===== src/rtl/core/catmull_rom_path_smoother_unit_macros.svh =====
// Assertion macros shared by the path smoother modules.
// Each macro expects i_clk and i_rst_n in the scope where it is used.
`ifndef CATMULL_ROM_PATH_SMOOTHER_UNIT_MACROS_SVH
`define CATMULL_ROM_PATH_SMOOTHER_UNIT_MACROS_SVH

// The consequent must hold in the same cycle as the antecedent.
`define CRPS_ASSERT_NOW(lbl, ante, cons) \
    lbl: assert property (@(posedge i_clk) disable iff (!i_rst_n) (ante) |-> (cons)) \
        else $error("crps assertion failed");

// The consequent must hold in the cycle after the antecedent.
`define CRPS_ASSERT_NEXT(lbl, ante, cons) \
    lbl: assert property (@(posedge i_clk) disable iff (!i_rst_n) (ante) |=> (cons)) \
        else $error("crps assertion failed");

`endif


===== src/rtl/core/crps_pkg.sv =====
// Shared types and constants of the Catmull-Rom path smoother.
// No dependencies; every module of the block imports this package, and crps_channels uses its widths.
package crps_pkg;

    localparam int P_W    = 32;
    localparam int COEF_W = 36;
    localparam int SEG_W  = 6;

    localparam logic [SEG_W-1:0] SEG_RESET = 6'd8;

    // Horner passes: multiply by t, then add the next coefficient.
    localparam logic [1:0] HM_CUBIC  = 2'd0;
    localparam logic [1:0] HM_SQUARE = 2'd1;
    localparam logic [1:0] HM_LINEAR = 2'd2;

    typedef struct packed {
        logic signed [COEF_W-1:0] a;
        logic signed [COEF_W-1:0] b;
        logic signed [COEF_W-1:0] c;
        logic signed [P_W-1:0]    p1;
    } t_coef;

    typedef struct packed {
        t_coef x;
        t_coef y;
    } t_entry;

    typedef struct packed {
        logic       phase_a;
        logic       phase_b;
        logic [1:0] mult;
    } t_hctl;

endpackage


===== src/rtl/core/crps_front.sv =====
// Front end: accepts points, keeps the three-point window and forms spline coefficients.
// Depends on crps_pkg.
module crps_front (
    input  logic                            i_clk,
    input  logic                            i_rst_n,
    input  logic                            i_valid,
    output logic                            o_ready,
    input  logic signed [crps_pkg::P_W-1:0] i_point_x,
    input  logic signed [crps_pkg::P_W-1:0] i_point_y,
    input  logic                            i_path_start,
    input  logic                            i_q_full,
    output logic                            o_push,
    output crps_pkg::t_entry                o_entry
);
    import crps_pkg::*;

    function automatic t_coef f_coef(input logic signed [P_W-1:0] p0,
                                     input logic signed [P_W-1:0] p1,
                                     input logic signed [P_W-1:0] p2,
                                     input logic signed [P_W-1:0] p3);
        logic signed [COEF_W-1:0] e0;
        logic signed [COEF_W-1:0] e1;
        logic signed [COEF_W-1:0] e2;
        logic signed [COEF_W-1:0] e3;
        t_coef                    r;
        e0   = COEF_W'(p0);
        e1   = COEF_W'(p1);
        e2   = COEF_W'(p2);
        e3   = COEF_W'(p3);
        r.a  = e2 - e0;
        r.b  = (e0 <<< 1) - ((e1 <<< 2) + e1) + (e2 <<< 2) - e3;
        r.c  = (e1 <<< 1) + e1 - ((e2 <<< 1) + e2) + e3 - e0;
        r.p1 = p1;
        return r;
    endfunction

    logic signed [P_W-1:0] r_wx [3];
    logic signed [P_W-1:0] r_wy [3];
    logic [1:0]            r_seen;
    logic [1:0]            w_seen;
    logic                  w_accept;

    assign o_ready  = !i_q_full;
    assign w_accept = i_valid && !i_q_full;
    assign w_seen   = i_path_start ? 2'd0 : r_seen;
    assign o_push   = w_accept && (w_seen == 2'd3);
    assign o_entry.x = f_coef(r_wx[0], r_wx[1], r_wx[2], i_point_x);
    assign o_entry.y = f_coef(r_wy[0], r_wy[1], r_wy[2], i_point_y);

    always_ff @(posedge i_clk) begin
        if (!i_rst_n) begin
            r_seen <= 2'd0;
        end else if (w_accept) begin
            r_seen <= (w_seen == 2'd3) ? 2'd3 : w_seen + 2'd1;
        end
    end

    // The window is only read once three points of the path have been written.
    always_ff @(posedge i_clk) begin
        if (w_accept) begin
            r_wx[0] <= r_wx[1];
            r_wx[1] <= r_wx[2];
            r_wx[2] <= i_point_x;
            r_wy[0] <= r_wy[1];
            r_wy[1] <= r_wy[2];
            r_wy[2] <= i_point_y;
        end
    end

endmodule


===== config.mk =====
export PLATFORM = sky130hd
export DESIGN_NAME = crps_front
export DESIGN_NICKNAME = d
export VERILOG_FILES = /design/src/rtl/core/catmull_rom_path_smoother_unit_macros.svh /design/src/rtl/core/crps_pkg.sv /design/src/rtl/core/crps_front.sv
export SDC_FILE = /design/constraint.sdc
export NUM_CORES = 1
export LEC_CHECK = 0
export BUFFER_PORTS_ARGS = -buffer_cell sky130_fd_sc_hd__buf_4
export CORE_AREA = 2 2 230 232
export DETAILED_ROUTE_END_ITERATION = 8
export DIE_AREA = 0 0 232 234
export PLACE_DENSITY = 0.75
export SYNTH_ARGS = -nofsm -noshare
export SYNTH_HDL_FRONTEND = slang
export SYNTH_SLANG_ARGS = --single-unit

===== constraint.sdc =====
create_clock -name i_clk -period 11.9 [get_ports i_clk]
set_input_delay 0 -clock i_clk [delete_from_list [all_inputs] [get_ports i_clk]]
set_output_delay 0 -clock i_clk [all_outputs]
set_load 0.01 [all_outputs]

======== After elaboration in Yosys (flattened, before gate mapping) ========
Memory sizes are Yosys's and may differ from the RTL's.
Cells that the tools add are included.
storage, ports and cells
  register bits after elaboration ......... 2
  RAM bits ................................ 192
  logic and storage cells ................. 32
  memories kept ........................... 2
cells by class
  $add $sub $neg .......................... 21
  equal/unequal tests ..................... 1
  muxes and demuxes ....................... 4
  reduce and logical (&&, ||, !) cells .... 3
memory list
  name  words  width  rd ports  clocked after Yosys merged registers in  wr ports  line              source
  r_wx  3      32     3         0                                        3         crps_front.sv:37  logic signed [P_W-1:0] r_wx [3];
  r_wy  3      32     3         0                                        3         crps_front.sv:38  logic signed [P_W-1:0] r_wy [3];
operators by type and width
  cell                   number
  $sub A36 B32 Y36       4
  $add A33 B32 Y34       4
  $add A35 B32 Y36       2
  $add A36 B34 Y36       2
  $sub A33 B35 Y36       2
  $add A34 B32 Y35       2
  $sub A34 B34 Y35       2
  $sub A32 B32 Y33       2
  $mux W2                2
  $add A2 B1 Y2 const B  1
  $eq A2 B2 Y1 const B   1
  $logic_and A1 B1 Y1    2
  $mux W1                2
  $logic_not A1 Y1       1

======== Longest topological paths before layout ========
An unclocked memory read counts as a cell.
  depth in word-level cells ............... 5
  depth in mapped cells ................... 19

======== Worst setup path after synthesis ========
No wires, ideal clock.
  kind .................................... input-to-output
  start point ............................. input port i_q_full
  end point ............................... output port o_push
  data arrival time ....................... 9.742 ns
  path slack .............................. 2.158 ns
  cell stages on the path ................. 3
  path buffers ............................ 0
  cells stage by stage .................... nor2b_1 > nand2_1 > nor3b_1
between the ends
  cells in the longest elaborated chain, start to end .. 3
RTL lines
  element              line              source
  start: declaration   crps_front.sv:11  input logic i_q_full,
  $logic_not A1 Y1     crps_front.sv:44  assign w_accept = i_valid && !i_q_full;
  $logic_and A1 B1 Y1  crps_front.sv:44
  $logic_and A1 B1 Y1  crps_front.sv:46  assign o_push = w_accept && (w_seen == 2'd3);
  end: declaration     crps_front.sv:12  output logic o_push,
No other way between the ends.

==> flow_summary.html <==
<table>
<tr><th>Metric</th><th>Value</th></tr>
<tr><th colspan="2">Routing</th></tr>
<tr><td>Met3 wirelength from detailed routing</td><td>3640 um</td></tr>
<tr><td>Uppermost routed layer</td><td>met4</td></tr>
<tr><td>Routed metal-1 wire length</td><td>29,200 um</td></tr>
<tr><td>Routed wire length on met2</td><td>approximately 35,000 um</td></tr>
<tr><td>First-pass detailed-route iteration total</td><td>6</td></tr>
<tr><td>Post-detailed-routing wire length</td><td>70,300 um</td></tr>
<tr><td>Number of routed nets with antenna violations</td><td>0</td></tr>
<tr><td>Residual DRC</td><td>0</td></tr>
<tr><td>Wire per inst</td><td>18.0 um</td></tr>
<tr><td>Number of design-rule violations left by the first detailed-router iteration</td><td>1,317</td></tr>
<tr><td>Via count</td><td>20,900</td></tr>
<tr><td>Post-detailed-route via-to-cell ratio</td><td>5.37</td></tr>
<tr><th colspan="2">Setup path</th></tr>
<tr><td>WP data arrival</td><td>roughly 6000 ps</td></tr>
<tr><td>Beginning of the worst register-to-register path</td><td>r_wy[0][34]$_DFFE_PP_</td></tr>
<tr><td>Critical path start-end classification</td><td>flop to output pin</td></tr>
<tr><td>Critical path peak fanout</td><td>5</td></tr>
<tr><td>Type of destination of the critical path</td><td>output pin</td></tr>
<tr><td>Required @ worst endpoint</td><td>11,900 ps</td></tr>
<tr><td>Source of the critical timing path</td><td>r_wx[0][35]$_DFFE_PP_</td></tr>
<tr><td>Worst setup SP type</td><td>flop</td></tr>
<tr><th colspan="2">Job</th></tr>
<tr><td>Max-capacitance violation count</td><td>0</td></tr>
<tr><th colspan="2">Synthesis</th></tr>
<tr><td>Synthesized area</td><td>around 28,000 um^2</td></tr>
<tr><td>Largest family of logic cells by synthesized area</td><td>adder cells</td></tr>
<tr><td>Synth Area per Inst</td><td>slightly below 10 um^2</td></tr>
<tr><td>Post-synthesis share of cell area spent on xor and xnor gates</td><td>5.79%</td></tr>
<tr><td>Number of register bits inferred by synthesis</td><td>194</td></tr>
<tr><td>Cells taking the most area after synthesis</td><td>fa_1 32%, edfxtp_1 20%, inv_1 10%</td></tr>
<tr><td>Most used flip-flop cell after synthesis</td><td>edfxtp_1</td></tr>
<tr><td>Area leader, netlist</td><td>fa_1</td></tr>
<tr><td>Post-synthesis compound-gate area fraction</td><td>between 10% and 20%</td></tr>
<tr><td>Number of different library cells in the post-synthesis netlist</td><td>66</td></tr>
<tr><td>Total of warnings raised by yosys</td><td>0</td></tr>
<tr><td>Cells after synthesis</td><td>2,841</td></tr>
<tr><td>Seq/Total Area, Yosys</td><td>20.6%</td></tr>
<tr><td>Area fraction of the dominant cell type after synthesis</td><td>32.3%</td></tr>
<tr><td>Post-synthesis adder-cell area fraction</td><td>42.0%</td></tr>
<tr><td>Post-Synthesis Net Count</td><td>~3,600</td></tr>
<tr><td>Async S/R FF share, synth</td><td>0%</td></tr>
<tr><td>Fraction of the mapped netlist area in simple logic gates</td><td>6.96%</td></tr>
<tr><td>EDFF count, synth</td><td>192</td></tr>
<tr><td>Multiplexer share of the synthesized area</td><td>less than 1%</td></tr>
<tr><th colspan="2">GRT</th></tr>
<tr><td>Antenna violations before repair</td><td>1</td></tr>
<tr><td>Pin count of the biggest net entering global routing</td><td>76</td></tr>
<tr><td>Global-route congestion overflow total</td><td>0</td></tr>
<tr><td>GRT Util Overall</td><td>between 20% and 30%</td></tr>
<tr><td>Global-route wire length before repair</td><td>113,000 um</td></tr>
<tr><td>Vias in the first global route</td><td>about 22,000</td></tr>
<tr><th colspan="2">Placement</th></tr>
<tr><td>Instance area at placement</td><td>31,100 um^2</td></tr>
<tr><td>Detail Placement HPWL</td><td>between 50,000 and 60,000 um</td></tr>
<tr><td>Port Buf Inserts</td><td>350</td></tr>
<tr><td>Global placer's final weighted congestion</td><td>0.929</td></tr>
<tr><th colspan="2">Timing</th></tr>
<tr><td>Setup Total Neg Slack</td><td>0 ps</td></tr>
<tr><td>Total setup violations reported at the end of the flow</td><td>0</td></tr>
<tr><td>Unrepaired setup endpoints after global routing</td><td>false</td></tr>
<tr><td>Number of hold violations in the final report</td><td>0</td></tr>
<tr><td>Share of the cycle needed by the critical path after routing</td><td>50.7%</td></tr>
<tr><td>Relative slew margins</td><td>27.8%</td></tr>
<tr><td>Max Transition Viols Final</td><td>0</td></tr>
<tr><td>Worst Max-Slew Pin Slew</td><td>1080 ps</td></tr>
<tr><td>Highest attainable clock frequency</td><td>166 MHz</td></tr>
<tr><td>Skew final</td><td>7.74 ps</td></tr>
<tr><td>Minimum clock period</td><td>6030 ps</td></tr>
<tr><th colspan="2">Clock network</th></tr>
<tr><td>Clk_lat worst skew</td><td>just over 500 ps</td></tr>
<tr><td>Clock slew seen by the registers of the worst setup and hold paths</td><td>approximately 90 ps</td></tr>
<tr><td>Clock Sink Count</td><td>194</td></tr>
<tr><td>CTS Root Cell</td><td>clkbuf_16</td></tr>
<tr><td>Post-CTS resize count</td><td>0</td></tr>
<tr><td>Maximum root-to-sink buffer count</td><td>2</td></tr>
<tr><td>Cts bufs inserted</td><td>17</td></tr>
<tr><td>Clock H-tree levels</td><td>4</td></tr>
<tr><td>TritonCTS clock tree</td><td>built</td></tr>
<tr><td>Number of post-CTS setup repair buffers</td><td>0</td></tr>
<tr><td>Number of hold-repair buffers added at the cts stage</td><td>67</td></tr>
<tr><th colspan="2">Die</th></tr>
<tr><td>Die outline area</td><td>54,300 um^2</td></tr>
<tr><td>Boundary pin count</td><td>351</td></tr>
<tr><td>Count of standard-cell rows</td><td>84</td></tr>
<tr><td>Core outline area</td><td>52,000 um^2</td></tr>
<tr><td>Overall die height</td><td>approximately 230 um</td></tr>
<tr><td>Die width</td><td>approximately 230 um</td></tr>
<tr><td>Effective utilization at floorplan</td><td>54.1%</td></tr>
<tr><th colspan="2">Power and ir drop</th></tr>
<tr><td>Leakage power</td><td>16.1 nW</td></tr>
<tr><td>Power Density</td><td>203 nW/um^2</td></tr>
<tr><td>Largest vdd supply drop</td><td>0.000237 V</td></tr>
<tr><td>Overall power consumption</td><td>around 6.6 mW</td></tr>
<tr><th colspan="2">Cells and area</th></tr>
<tr><td>Final core occ</td><td>62.1%</td></tr>
<tr><td>Cell area after layout</td><td>roughly 32,000 um^2</td></tr>
<tr><td>Area delta synth-&gt;final</td><td>14.9%</td></tr>
<tr><td>Number of nets in the layout</td><td>3,934</td></tr>
<tr><td>Fraction of final layout cells sized beyond drive strength 1</td><td>between 10% and 20%</td></tr>
<tr><th colspan="2">Hold path</th></tr>
<tr><td>Start point of the worst min-delay path</td><td>i_q_full</td></tr>
<tr><td>Path category of the worst min-delay check</td><td>primary input to flop</td></tr>
<tr><th colspan="2">Run status</th></tr>
<tr><td>Run status</td><td>finished, final reports clean</td></tr>
</table>
## state kept, by name (all words and copies together) (netlist names)
signal,flops
r_wy,96
r_wx,96
r_seen,2
## critical path, stage by stage, from the launching register on
cell and delay, ps:
edfxtp_1 490, inv_1 170, fa_1 450, fa_1 490
inv_1 50, fa_1 510, inv_1 50, ha_1 260
a21o_1 170, a21oi_1 340, o21ai_1 290, a2111o_1 440
a21o_1 250, a311o_1 430, a31oi_4 260, o21bai_1 170
a31oi_1 300, xnor2_1 210, buf_4 170
## cells by family after synthesis
| kind of cell | Yosys count |
|---|---|
| multiplexers | 4 |
| adder cells (fa/ha/maj) | 672 |
| AO/OA/AOI/OAI | 529 |
| buffers and inverters | 860 |
| flip-flops | 194 |
| XOR/XNOR | 186 |
| AND/OR/NAND/NOR | 396 |
## cell usage in the layout, fill, tap and decap left out, types with 4 or more instances in the layout
cell type and n:
nor2b_1 33, clkinv_4 5, nand2_1 102, xor2_1 58, and4_1 6, nand4_1 21
o31ai_1 6, ha_1 218, a211o_1 6, nand3_1 31, a211oi_1 22, buf_4 354
o21ai_0 86, nor4_1 5, o21bai_1 28, nor2_1 89, o31a_1 5, inv_1 772
clkbuf_16 17, a21boi_0 7, a21o_1 99, xnor2_1 128, a21oi_1 177, a31oi_1 21
fa_1 454, or2_2 5, nand2b_1 27, nor3_1 30, o21a_1 16, edfxtp_1 192
o211ai_1 6, dlygate4sd3_1 67, a41oi_1 7, or3_1 9, nand3b_1 4, and2_1 10
and3_1 15
## cell type report
type | count | area (um^2)
antenna | 2 | 5.00
clock buffer | 17 | 425
clock inverter | 15 | 149
fill | 4272 | 19700
inverter | 772 | 2900
multi-input combinational | 1787 | 18900
sequential | 194 | 5810
tap | 688 | 861
timing repair buffer | 421 | 3330
## layer usage
layer	vias up	track usage, %
met2	569	45.8
met1	10500	34.3
met5	-	0
met3	119	4.83
li1	9714	-
met4	0	9.70
## cells in the mapped netlist (28+ instances only)
library cell  count
inv_1           772
fa_1            454
ha_1            218
edfxtp_1        192
a21oi_1         177
xnor2_1         128
nand2_1         102
a21o_1           99
nor2_1           89
o21ai_0          86
buf_4            70
xor2_1           58
nor2b_1          34
nand3_1          31
nor3_1           30
o21bai_1         28
## power by group
part | internal, mW | total, mW | switching, mW
logic | 2.30 | 5.15 | 2.84
registers | 0.786 | 0.817 | 0.0303
clock network | 0.294 | 0.608 | 0.314
total | 3.38 | 6.57 | 3.19
## per-stage QoR
stage                     std cells  setup slack [ps]  hold WS [ps]
after global placement         3795              6560           190
after CTS                      3894              5850           184
after detailed placement       3795              6450           189
after global routing           3895              5550           209
final                          3896              5870           184
after floorplan                2841              2160          43.5
## final timing paths
check,cells after the start,end,slack (ps)
setup / recovery,18,o_entry[241],5870
hold / removal,3,r_wx[0][64]$_DFFE_PP_,180
setup reg to reg,0,r_wy[0][2]$_DFFE_PP_,11050
hold reg to reg,0,r_wy[0][61]$_DFFE_PP_,480
(Power assumes the default switching activity.)
