`src/rtl/core/catmull_rom_path_smoother_unit_macros.svh`:
```
// Assertion macros shared by the path smoother modules.
// Each macro expects i_clk and i_rst_n in the scope where it is used.
`ifndef CATMULL_ROM_PATH_SMOOTHER_UNIT_MACROS_SVH
`define CATMULL_ROM_PATH_SMOOTHER_UNIT_MACROS_SVH

// The consequent must hold in the same cycle as the antecedent.
`define CRPS_ASSERT_NOW(lbl, ante, cons) \
    lbl: assert property (@(posedge i_clk) disable iff (!i_rst_n) (ante) |-> (cons)) \
        else $error("crps assertion failed");

// The consequent must hold in the cycle after the antecedent.
`define CRPS_ASSERT_NEXT(lbl, ante, cons) \
    lbl: assert property (@(posedge i_clk) disable iff (!i_rst_n) (ante) |=> (cons)) \
        else $error("crps assertion failed");

`endif

```
`src/rtl/core/crps_pkg.sv`:
```
// Shared types and constants of the Catmull-Rom path smoother.
// No dependencies; every module of the block imports this package, and crps_channels uses its widths.
package crps_pkg;

    localparam int P_W    = 32;
    localparam int COEF_W = 36;
    localparam int SEG_W  = 6;

    localparam logic [SEG_W-1:0] SEG_RESET = 6'd8;

    // Horner passes: multiply by t, then add the next coefficient.
    localparam logic [1:0] HM_CUBIC  = 2'd0;
    localparam logic [1:0] HM_SQUARE = 2'd1;
    localparam logic [1:0] HM_LINEAR = 2'd2;

    typedef struct packed {
        logic signed [COEF_W-1:0] a;
        logic signed [COEF_W-1:0] b;
        logic signed [COEF_W-1:0] c;
        logic signed [P_W-1:0]    p1;
    } t_coef;

    typedef struct packed {
        t_coef x;
        t_coef y;
    } t_entry;

    typedef struct packed {
        logic       phase_a;
        logic       phase_b;
        logic [1:0] mult;
    } t_hctl;

endpackage

```
`src/rtl/core/crps_queue.sv`:
```
// Two-entry item queue between the front end and the interpolation back end.
// Depends on crps_pkg and the assertion macro header.
`include "catmull_rom_path_smoother_unit_macros.svh"

module crps_queue (
    input  logic             i_clk,
    input  logic             i_rst_n,
    input  logic             i_push,
    input  crps_pkg::t_entry i_entry,
    output logic             o_full,
    output logic             o_valid,
    input  logic             i_pop,
    output crps_pkg::t_entry o_entry
);
    import crps_pkg::*;

    t_entry     r_mem [2];
    logic       r_wp;
    logic       r_rp;
    logic [1:0] r_cnt;

    assign o_full  = (r_cnt == 2'd2);
    assign o_valid = (r_cnt != 2'd0);
    assign o_entry = r_mem[r_rp];

    always_ff @(posedge i_clk) begin
        if (!i_rst_n) begin
            r_wp  <= 1'b0;
            r_rp  <= 1'b0;
            r_cnt <= 2'd0;
        end else begin
            if (i_push) begin
                r_wp <= !r_wp;
            end
            if (i_pop) begin
                r_rp <= !r_rp;
            end
            r_cnt <= r_cnt + {1'b0, i_push} - {1'b0, i_pop};
        end
    end

    always_ff @(posedge i_clk) begin
        if (i_push) begin
            r_mem[r_wp] <= i_entry;
        end
    end

    `CRPS_ASSERT_NOW(a_no_overflow, i_push, r_cnt != 2'd2)
    `CRPS_ASSERT_NOW(a_no_underflow, i_pop, r_cnt != 2'd0)
    `CRPS_ASSERT_NOW(a_ptr_track, r_cnt == 2'd0 || r_cnt == 2'd2, r_wp == r_rp)

endmodule

```
`config.mk`:
```
export PLATFORM = sky130hd
export DESIGN_NAME = crps_queue
export DESIGN_NICKNAME = d
export VERILOG_FILES = /design/src/rtl/core/crps_pkg.sv /design/src/rtl/core/crps_queue.sv
export VERILOG_INCLUDE_DIRS = /design/src /design/src/rtl/core
export SDC_FILE = /design/constraint.sdc
export NUM_CORES = 1
export LEC_CHECK = 0
export BUFFER_PORTS_ARGS = -buffer_cell sky130_fd_sc_hd__buf_2
export CORE_AREA = 2 2 218 220
export CTS_CLUSTER_DIAMETER = 50
export DETAILED_ROUTE_END_ITERATION = 8
export DIE_AREA = 0 0 220 222
export PLACE_DENSITY = 0.71
export SYNTH_ARGS = -nofsm -noshare
export SYNTH_HDL_FRONTEND = slang
export SYNTH_SLANG_ARGS = --single-unit
```
`constraint.sdc`:
```
create_clock -name i_clk -period 33.2 [get_ports i_clk]
set_input_delay 3.32 -clock i_clk [delete_from_list [all_inputs] [get_ports i_clk]]
set_output_delay 3.32 -clock i_clk [all_outputs]
set_load 0.005 [all_outputs]
```
# After elaboration in Yosys (flattened, before gate mapping)
# Memory sizes are Yosys's and may differ from the RTL's. A register that Yosys moved wholly into a read port is not among the register bits.
# Index checks and enable logic that the tools add are counted.
# word_totals
ff_bits	4
latch_bits	0
mem_bits_rw	560
mem_bits_ro	0
in_bits	284
out_inout_bits	282
word_cells	14
memories	1
# op_classes
add_sub_neg	2
mul	0
n_div	0
magnitude_cmp	0
eq_ne	1
shifts	0
mux	4
n_bitwise	0
reduce_logical	3
# memory_table
name	depth	width	read_ports	rd_ports_with_merged_regs	write_ports	line	rtl
r_mem	2	280	1	1	1	crps_queue.sv:17	t_entry r_mem [2];
# op_table
cell	count
2-to-1 mux 1 bit	4
adder 2 x 1 -> 2 bit	1
equality test 2 bit (second input constant)	1
logical NOT 1 bit	2
nonzero test 2 bit	1
subtractor 2 x 1 -> 2 bit	1

# Longest topological paths before layout
# Gate-level depths: netlist of run 1.
# depth
ltp_word	3
mapped_depth	6
depth_no_buf	6

# Worst setup path after synthesis of run 1
# Ideal clock, no wire load.
# synth_timing
path_type	input to register
startpoint	input i_push
endpoint	register r_wp
setup_time_ns	0.116
t_arrival_ns	16.300
t_required_ns	33.084
path_slack_ns	16.784
stages	2
n_path_buf	0
cell_sequence	nor2b_1 o21a_1
# synth_lines
element	line	rtl
from (decl)	crps_queue.sv:8	input logic i_push,
to (signal assigned)	crps_queue.sv:33	r_wp <= !r_wp;
to (decl)	crps_queue.sv:18	logic r_wp;

==> summary.md, run 1 <==
Post-synth net total: 1,178. The number of nets in the layout is 1,782. At the pin with the least slew margin, the transition time is 1110 ps. The tools report the post-cts hold buffer count as 0. Cell count of the worst reg-to-reg path: 3. The share of the cycle needed by the critical path after routing works out to 23.1%.

Setup repair after global routing left no endpoint under its margin. Synthesis handed over a netlist of 892 instances. The floorplan step defined a die boundary enclosing 48,800 um2.

The worst register-to-register path has a setup slack of 30,030 ps. Summed over all layers, the global routing overflow is 0. After synthesis the cells add up to 21,200 um2. The number of remaining DRC errors is 0.

Class of the tightest hold or removal check: reg2reg. In the final routed layout, each cell accounts on average for 20.9 um. The biggest fanout along the worst timing path was 55; the global placement routability congestion was 0.810.

The analysis attributes to cell leakage a power of 10.3 nW. The logs give 566 for the top-level I/O count and 565 for the number of clock sinks seen by CTS. The tools report the worst hold path startpoint as r_rp. From synthesis to final layout, the design area changed by 24.7%. The number of global-route vias before repair came out at 11,042.

The worst setup path is launched from a flop. Post-CTS repair changed the size of 0 cells. The pin count of the biggest net entering global routing was 151; the clock transition at the registers of the reported paths was 60 ps.

Setup violations remaining at the end of the flow were counted as 0. The number of max-slew violations in the final report is 0. The netlist uses 14 different library cells.

The tools report the clock insertion delay at the later pin of the skew report as 590 ps. Post-CTS timing repair inserted 0 buffers for setup. Data arrival time of the worst path: 4360 ps.

The number of placed instances, taps included, is 2,044. The hold path depth works out to 2. Global routing used 17.6% of the available tracks.

The wire length of the first global-routing pass was 64.3 mm; the effective utilization at floorplan was 45.9%. The count of nets left with antenna violations after detail routing came out at 0. The warning count from the yosys run was 0.

At the worst endpoint, the required time is 29,880 ps. Area of all placed cells without fillers: 26,500 um2. The final route contains 10,547 vias.

The tools report the buffer cell driving the clock tree root as sky130_fd_sc_hd__clkbuf_16. For the starting DRC count in detailed routing, the log shows 652. In this run the cell area measured after placement is 24,600 um2. The core area was 46,300 um2; the fill cell total of the finished layout was 3,518. The run finished with clean final reports. The kind of critical path is reg2out. The first TritonRoute pass finished after 5 iterations. The number of failing hold endpoints at the final stage was 0. The count of input and output buffers is 565. For this design the ratio of total power to cell area is 61.1 nW/um2. The combined flip-flop and latch cell area was 16,900 um2; the ratio of routed vias to standard cells was 4.89. The maximum root-to-sink buffer count is 3. The initial antenna violation count is 20. Headroom to the max-slew limit came out at 25.8%.

The critical register-to-register path startpoint was r_wp. Of the cells placed in the final design, the portion with a size suffix greater than 1 is 60.9%. Detailed placement ended at an HPWL of 31.5 mm. CTS built an H-tree with a depth of 2. The worst setup path is captured at an output port.

The number of buffers inserted during clock tree synthesis was 57. The clock period could shrink to 7680 ps. Final cell count without fillers: 2,159.

Measured along the y axis, the die boundary spans 222 um. Summing the sequential cell areas from Yosys gives 79.6% of the chip area. Wires add up to 45.1 mm. Adding up every negative setup slack in the final design gives 0 ps. The number of synthesized register bits came out at 565. The multi-input combinational cells in the finished layout cover a total of 4030 um2. Across the routed clock network, the largest skew measured is 19.8 ps. After floorplanning, the core was divided into 79 placement rows. TritonCTS built the clock tree. The die span in x is 220 um, and the maximum resistive drop on vdd is 0.0000548 V. A synthesized cell averages 23.8 um2. The maximum clock rate came out at 0.130 GHz. The max-capacitance violation count was 0.
report_power, final:
group          switching (mW)  internal [mW]  leakage [nW]  total, mW
clock network           0.256          0.361         0.886      0.617
logic                  0.0761         0.0889          4.15      0.165
registers              0.0114          0.826          5.30      0.838
path summary, 6_finish.rpt:
kind,end
hold reg to reg,flop
setup / recovery,o_entry[154]
hold / removal,flop
setup reg to reg,r_mem[0][162]
synthesized netlist by cell type:
cell type                  instances  area [um2]
sky130_fd_sc_hd__nor2b_1           4        25.0
sky130_fd_sc_hd__o21a_1            1        7.51
sky130_fd_sc_hd__mux2_2           80         901
sky130_fd_sc_hd__dfxtp_1           5         100
sky130_fd_sc_hd__or2_2             1        6.26
sky130_fd_sc_hd__buf_2             8        40.0
sky130_fd_sc_hd__buf_6            23         259
sky130_fd_sc_hd__xor2_1            1        8.76
sky130_fd_sc_hd__edfxtp_1        560       16800
sky130_fd_sc_hd__mux2_4          200        3000
sky130_fd_sc_hd__inv_1             2        7.51
sky130_fd_sc_hd__xnor3_1           1        22.5
sky130_fd_sc_hd__ha_1              2        25.0
sky130_fd_sc_hd__and2_1            4        25.0
logic make-up (layout without fill, tap and decap cells):
logic type	after synthesis	in the layout	share of synthesized area, %
adders and majority gates	2	2	0.118
xor gates and xnor gates	2	2	0.147
DFF	565	565	79.6
muxes	280	280	18.4
and+or+nand+nor	9	9	0.265
buffers and inverters	33	680	1.44
other	0	13	0
AOI/OAI and AO/OA	1	1	0.0353
cell type report:
type | instances | share of cell area (%)
well taps | 607 | 2.87
clock buffers | 65 | 5.50
clock inverters | 37 | 1.36
diodes | 13 | 0.123
flip-flops and latches | 565 | 63.9
multi-input cells | 294 | 15.2
inverters | 2 | 0.0283
repair buffers | 576 | 11.0
cell usage in the layout (no fill, tap or decap), drive strengths merged, types with 2 or more instances in the layout:
master	Yosys	routed
and2	4	4
buf	31	576
bufinv	0	6
clkbuf	0	65
clkinv	0	25
dfxtp	5	5
diode	0	13
edfxtp	560	560
ha	2	2
inv	2	7
mux2	280	280
nor2b	4	4
critical path, cell delays in order, from the launching register on:
cell and delay [ps]:
sky130_fd_sc_hd__dfxtp_4 740, sky130_fd_sc_hd__buf_4 640, sky130_fd_sc_hd__buf_4 870, sky130_fd_sc_hd__buf_4 870
sky130_fd_sc_hd__mux2_4 360, sky130_fd_sc_hd__buf_2 130
layer usage:
layer | wire length (um) | up-vias | global-route usage (%) | part of all wire [%]
met2 | 23400 | 410 | 30.9 | 52
met1 | 16000 | 5223 | 19.0 | 35
li1 | - | 4790 | - | -
met5 | 109 | - | 0 | 0.24
met4 | 1610 | 16 | 8.55 | 3.6
met3 | 4000 | 108 | 5.88 | 8.9
registers in the layout, indices dropped and copies added, names as in the netlist, named ones only:
register / flops
r_cnt: 2
r_mem: 560
r_rp: 1
r_wp: 1
metrics by stage:
step,total power [mW],hold slack (ps),utilization (%),setup slack [ps]
after floorplan,0.957,555,-,16780
after global placement,1.01,564,53.3,26160
after detailed placement,1.02,578,53.3,26070
after CTS,1.64,600,57.2,25400
after global routing,1.68,632,57.3,25260
final,1.62,606,57.3,25520
Note: power is estimated with default switching activity, not from simulation.
==> inputs of run 2 (changes only) <==
ABC_AREA = 1   (was default)
CORE_AREA = 2 2 222 224   (was 2 2 218 220)
DIE_AREA = 0 0 224 226   (was 0 0 220 222)
clock period = 6.53 ns   (was 33.2 ns; I/O delays follow)
==> summary.md, run 2 <==
Number of global-route vias before repair: 10,908 (-1.2%). The flow ran to the end, and the final reports show no timing, DRC or antenna violations. For the post-cts hold buffer count, the log shows 0 (unchanged).

The initial antenna violation count was 20 (unchanged). The share of layout cells above drive strength 1 is 60.9% (-0.071 points), and the number of failing hold endpoints at the final stage is 0 (unchanged). The cell family contributing the most delay on the critical path is flip-flops. The tools report the effective utilization at floorplan as 43.9% (-2.0 points). The ratio of routed vias to standard cells was 4.84 (-0.99%).

The flip-flop count of the largest register after layout was 560 (unchanged). The tools report the global-route usage over all layers as 16.4% (-1.2 points). The fraction of synthesis flops using an asynchronous set or reset pin is 0% (unchanged), and the clock transition at the registers of the reported paths is 60 ps (about the same).

For the final setup skew, the log shows 14.1 ps (-5.75 ps). For the sum of negative setup slack, the log shows 0 ps (unchanged). The top-level I/O count came out at 566 (unchanged).

The number of buffers inserted during clock tree synthesis is 61 (+7.0%). The number of flops mapped to enable cells by yosys was 560 (unchanged). Kind of critical path: reg2out. Library cell with the highest instance count after synthesis: sky130_fd_sc_hd__edfxtp_1. The area of the mapped netlist is 21,200 um2 (about the same). In the post-synthesis netlist, the biggest area contributors are sky130_fd_sc_hd__edfxtp_1 79%, sky130_fd_sc_hd__mux2_4 14%, sky130_fd_sc_hd__mux2_2 4.2%.

The logs give 1,794 (+0.67%) for the number of nets in the layout and 565 (unchanged) for the number of clock sinks seen by CTS. The tools report the max-capacitance violation count as 0 (unchanged). The run gives 3,780 (+7.4%) as the fill cell total of the finished layout.

The worst path uses 53.8% of the clock period. The buffer and inverter count on the worst path was 2 (-2). The leakage power summed over all cells came out at 10.4 nW (+0.63%). The leftover overflow at the end of global routing is 0 (unchanged), and the post-synth net total is 1,190 (+1.0%). The number of vias in the routed layout came out at 10,534 (-0.12%). Global placement routability congestion: 0.759 (-6.3%).

The tools report the number of cell rows as 81 (+2.5%). The die span in x was 224 um (+1.8%). The highest-delay cell along the critical path was sky130_fd_sc_hd__dfxtp_4. The height of the die was 226 um (+1.8%). Total iterations of the first detailed-routing run: 5 (unchanged).

The fraction of the yosys area taken by sequential cells was 79.6% (about the same). CTS placed an instance of sky130_fd_sc_hd__clkbuf_16 at the clock tree root. In the layout the commonest cells are 565 x sky130_fd_sc_hd__buf_2, 560 x sky130_fd_sc_hd__edfxtp_1, 200 x sky130_fd_sc_hd__mux2_4, 80 x sky130_fd_sc_hd__mux2_2, 61 x sky130_fd_sc_hd__clkbuf_16.

The core area was 48,300 um2 (+4.5%). Setup repair after global routing left no endpoint under its margin. The area growth from synthesis to layout is 25.2%. Final number of setup-violating endpoints: 0 (unchanged). The worst-margin pin slew was 1170 ps (+53.5 ps); the count of distinct cell types in the synthesized netlist was 12 (-2). TritonCTS built the clock tree. For the count of nets left with antenna violations after detail routing, the log shows 0 (unchanged). In the final layout, the registers with the most flip-flops are r_mem x560, r_cnt x2. The logs give 16,900 um2 (unchanged) for the combined flip-flop and latch cell area and 62.6 mm (-2.7%) for the wire length of the first global-routing pass. The areal power density over the cells came out at 309 nW/um2 (+410%).

For the number of instances resized during post-cts repair, the log shows 0 (unchanged). Ranked by flip-flop count, first place goes to r_mem. For the combined area of the multi-input logic cells, the log shows 4010 um2 (-0.59%). The die area is 50,600 um2 (+3.7%). Static timing analysis puts the maximum clock frequency at 0.284 GHz. The minimum clock period is 3520 ps. In the synthesized netlist the dominant register cell turns out to be sky130_fd_sc_hd__edfxtp_1.

The min-delay analysis places its worst path in the category in2reg. Maximum level of the CTS H-tree: 2 (unchanged). The total wire length after detailed routing is 44.0 mm (-2.4%). Leaving out fill and tap cells, the most frequent cell in the layout is sky130_fd_sc_hd__buf_2. The biggest cell delay along the critical path came out at 780 ps (-90 ps).

The maximum root-to-sink buffer count was 3 (unchanged). The critical path launch point type was a flop. Worst hold margin: 233 ps (-373 ps). Number of synthesized register bits: 565 (unchanged). The number of remaining DRC errors is 0 (unchanged), and the maximum resistive drop on vdd is 0.000225 V (+310%). The headroom to the max-slew limit was 22.2% (-3.6 points). Of all cell types, the one taking the most synthesized area is sky130_fd_sc_hd__edfxtp_1.

The average cell area after synthesis was 23.5 um2 (-1.3%). The signal on the critical path passes through buf_12, mux2_4, buf_2. The tools report the warning count from the yosys run as 0 (unchanged). The tools report the setup fix buffers added after clock tree synthesis as 0 (unchanged). The starting DRC count in detailed routing was 533 (-18%); the pin count of the biggest net entering global routing was 158 (+4.6%). The run gives 29.8 mm (-5.4%) as the placed wire-length estimate after detailed placement. The data required time at the worst endpoint was 5880 ps (-24,000 ps). Gate count of the mapped netlist: 904 (+1.3%).

The clock insertion delay at the later pin of the skew report was 610 ps (+20 ps); the wire length per cell was 20.2 um (-3.3%). Capturing element type of the critical path: an output port. The data arrival time of the worst path came out at 2860 ps (-1500 ps).

The biggest fanout along the worst timing path is 126 (+130%), and the pre-CTS setup slack is 3540 ps (-22,530 ps). The count of input and output buffers was 565 (unchanged). The number of max-slew violations in the final report was 0 (unchanged). By count the netlist is led by 560 x sky130_fd_sc_hd__edfxtp_1, 200 x sky130_fd_sc_hd__mux2_4, 80 x sky130_fd_sc_hd__mux2_2. The area share of the leading cell type in the synthesized netlist was 79.2% (about the same). The post-layout worst setup margin came out at 3010 ps (-22,500 ps).
## run 2: cell types whose count changed after synthesis
cell / before / now
sky130_fd_sc_hd__nand2_1: 0 / 9
sky130_fd_sc_hd__nor2_1: 0 / 8
sky130_fd_sc_hd__inv_1: 2 / 7
sky130_fd_sc_hd__and2_1: 4 / 0
sky130_fd_sc_hd__nor2b_1: 4 / 0
sky130_fd_sc_hd__a21oi_1: 0 / 1
sky130_fd_sc_hd__nand3_1: 0 / 1
sky130_fd_sc_hd__o21a_1: 1 / 0
sky130_fd_sc_hd__or2_2: 1 / 0
sky130_fd_sc_hd__xnor3_1: 1 / 0
sky130_fd_sc_hd__xor2_1: 1 / 0
## run 2: metrics by stage
stage,cell area [um2],cells,utilization (%),total power [mW]
after floorplan,21300,904,-,4.76
after global placement,24700,2067,51.1,5.07
after detailed placement,24700,2067,51.1,5.09
after CTS,26600,2171,55.0,8.33
after global routing,26600,2175,55.0,8.51
final,26600,2178,55.0,8.23
## run 2: report_power, final
group | switching [mW] | internal, mW
registers | 0.0538 | 4.21
clock network | 1.35 | 1.87
logic | 0.353 | 0.398
total | 1.75 | 6.48
## run 2: worst register-to-register path: stages (launching register included)
cell and delay, ps:
sky130_fd_sc_hd__dfxtp_1 390, sky130_fd_sc_hd__nand2_1 130, sky130_fd_sc_hd__clkinvlp_4 120, sky130_fd_sc_hd__buf_4 640
sky130_fd_sc_hd__buf_4 830
## run 2: logic make-up after synthesis
kind of cell    synth area share (%)
buf+inv                         1.53
compound gates                0.0235
fa+ha+maj                      0.118
simple gates                   0.324
flops                           79.6
mux                             18.4
## run 2: routing by layer
| layer | up-vias | routed length (um) | GRT usage, % |
|---|---|---|---|
| li1 | 4822 | - | - |
| met1 | 5178 | 15900 | 17.8 |
| met2 | 405 | 22600 | 28.8 |
| met3 | 107 | 4230 | 6.74 |
| met4 | 22 | 1180 | 6.41 |
| met5 | - | 135 | 0 |
## run 2: worst paths after layout
| kind | depth (start not counted) | start | slack, ps | end |
|---|---|---|---|---|
| min | 1 | i_entry[104] | 230 | r_mem[1][104] |
| min reg2reg | 2 | r_rp | 510 | r_rp |
| max | 3 | flop | 3010 | o_entry[210] |
| max reg2reg | 4 | r_wp | 3960 | r_mem[1][247] |
## run 2: final cells by class
class | instances | area share (%)
clock inverters | 36 | 1.32
flip-flops and latches | 565 | 63.6
clock buffers | 68 | 5.84
multi-input cells | 301 | 15.1
well taps | 622 | 2.93
diodes | 7 | 0.0658
repair buffers | 572 | 11.1
inverters | 7 | 0.113
==> inputs of run 3 (changes only) <==
PLACE_DENSITY = 0.69   (was 0.71)
clock period = 3.4 ns   (was 6.53 ns; I/O delays follow)
==> summary.md, run 3 (same netlist as run 2, synthesis figures left out) <==
Fraction of the core area covered by cells at the end of the flow: 61.3% (+6.3 points). For the clock insertion delay at the later pin of the skew report, the log shows 590 ps (-20 ps). The run gives 43.9% (unchanged) as the effective utilization at floorplan. The area of all placed cells without fillers is 29,600 um2 (+11%). The biggest fanout along the worst timing path works out to 27 (-79%). The run gives 101 (-36%) as the pin count of the biggest net entering global routing.

TritonCTS built the clock tree. The headroom to the max-slew limit is 58.1% (+36 points). The count of input and output buffers is 565 (unchanged), and the global-route usage over all layers is 18.7% (+2.3 points). The worst-margin pin slew is 629 ps (-538 ps), and the maximum level of the CTS H-tree is 2 (unchanged). Initial antenna violation count: 7 (-65%).

The post-cts hold buffer count is 281 (+281). The area growth from synthesis to layout is 39.4%. The setup fix buffers added after clock tree synthesis came out at 0 (unchanged). The height of the die was 226 um (unchanged); the leakage power summed over all cells was 11.7 nW (+12%).

Starting DRC count in detailed routing: 607 (+14%). The run gives 81 (unchanged) as the number of cell rows. The final cell count without fillers is 2,486 (+14%), and the number of global-route vias before repair is 12,740 (+17%). The tools report the data required time at the worst endpoint as 3060 ps (-2820 ps). The register with the most flip-flops in the final layout is r_mem. In the layout the commonest cells are 565 x sky130_fd_sc_hd__buf_2, 560 x sky130_fd_sc_hd__edfxtp_1, 281 x sky130_fd_sc_hd__dlygate4sd3_1, 200 x sky130_fd_sc_hd__mux2_4, 80 x sky130_fd_sc_hd__mux2_2.

The die span in x was 224 um (unchanged). The pre-CTS setup slack is 1320 ps (-2220 ps), and the maximum resistive drop on vdd is 0.000464 V (+110%). The flip-flop count of the largest register after layout came out at 560 (unchanged). For this run, the top clock speed supported by timing is 0.376 GHz. The run finished with clean final reports. The logs give 0 (unchanged) for the final number of setup-violating endpoints and 25,000 um2 (+1.4%) for the cell area reported after detailed placement. Number of vias in the routed layout: 11,877 (+13%). The run gives 0 (unchanged) as the number of max-slew violations in the final report. The number of clock sinks seen by CTS is 565 (unchanged), and the global placement routability congestion is 0.785 (+3.5%).

The share of layout cells above drive strength 1 works out to 52.2% (-8.7 points). The share of the cycle needed by the critical path after routing is 78.3%. The buffer cell driving the clock tree root was sky130_fd_sc_hd__clkbuf_16. The post-layout worst setup margin is 738 ps (-2280 ps). The number of failing hold endpoints at the final stage is 0 (unchanged). The largest registers in the layout are r_mem x560, r_cnt x2.

The kind of critical path is reg2out. The run gives 0 (unchanged) as the count of nets left with antenna violations after detail routing. STA classifies the critical path startpoint as a flop. The tools report the total iterations of the first detailed-routing run as 6 (+1). The run gives 566 (unchanged) as the top-level I/O count. Setup repair after global routing left no endpoint under its margin.

The die area is 50,600 um2 (unchanged). The total placed cells including tap cells is 2,092 (+1.2%), and the maximum root-to-sink buffer count is 3 (unchanged). The data arrival time of the worst path is 2320 ps (-540 ps). The placed wire-length estimate after detailed placement was 32.2 mm (+8.2%); the final setup skew was 12.3 ps (-1.78 ps). The worst hold margin is 47.4 ps (-185 ps). The wire length per cell is 19.8 um (-1.9%), and the max-capacitance violation count is 0 (unchanged). Clock transition at the registers of the reported paths: 60 ps (about the same). The sum of negative setup slack is 0 ps (unchanged), and the sum of internal, switching and leakage power is 15.9 mW (+93%). In this run the worst hold path is classified as in2reg.

The run gives 2,096 (+17%) as the number of nets in the layout. The total wire length after detailed routing is 49.3 mm (+12%), and the areal power density over the cells is 535 nW/um2 (+73%). The tools report the wire length of the first global-routing pass as 72.0 mm (+15%). The core area came out at 48,300 um2 (unchanged).

Leaving out fill and tap cells, the most frequent cell in the layout is sky130_fd_sc_hd__buf_2. The number of instances resized during post-cts repair came out at 0 (unchanged). Counting I/O delays and the setup requirement, the final critical path takes 2660 ps. The capturing element type of the critical path was an output port.

The leftover overflow at the end of global routing is 0 (unchanged), and the number of remaining DRC errors is 0 (unchanged). The number of buffers inserted during clock tree synthesis was 57 (-6.6%); the ratio of routed vias to standard cells was 4.78 (-1.2%).
[run 3: changes by cell type in the layout (fill, tap and decap cells not counted), sizes merged]
cell         change
dlygate4sd3    +281
buf             +25
clkbuf           +4
bufinv           -2
inv              +2
clkinvlp         -1
diode            -1
[run 3: final cells by class]
class | count | area (um2)
clock inverters | 35 | 262
inverters | 7 | 42.5
fillers | 3376 | 18700
repair buffers | 878 | 6080
diodes | 6 | 15.0
multi-input cells | 301 | 4010
clock buffers | 72 | 1510
well taps | 622 | 778
flip-flops and latches | 565 | 16900
[run 3: routing by layer]
metal / routed length (um) / global-route usage [%]
met3: 3830 / 6.22
met2: 25100 / 32.5
met5: 16 / 0
met1: 18700 / 21.5
met4: 1630 / 7.27
[run 3: final timing paths]
check | end | cells after the start | from | slack, ps
setup / recovery | o_entry[130] | 4 | flop | 740
setup reg to reg | r_mem[1][112] | 3 | r_wp | 1660
hold reg to reg | flop | 2 | r_rp | 500
hold / removal | flop | 3 | i_pop | 50
[run 3: critical path, cell delays in order, from the launching register on]
cell and delay, ps:
sky130_fd_sc_hd__dfxtp_4 660, sky130_fd_sc_hd__buf_12 300, sky130_fd_sc_hd__buf_12 270, sky130_fd_sc_hd__mux2_4 330, sky130_fd_sc_hd__buf_2 130
[run 3: report_power, final]
part	total [mW]	internal (mW)	switching, mW
sequential	8.18	8.08	0.106
combinational	1.79	1.01	0.783
clock	5.88	3.33	2.55
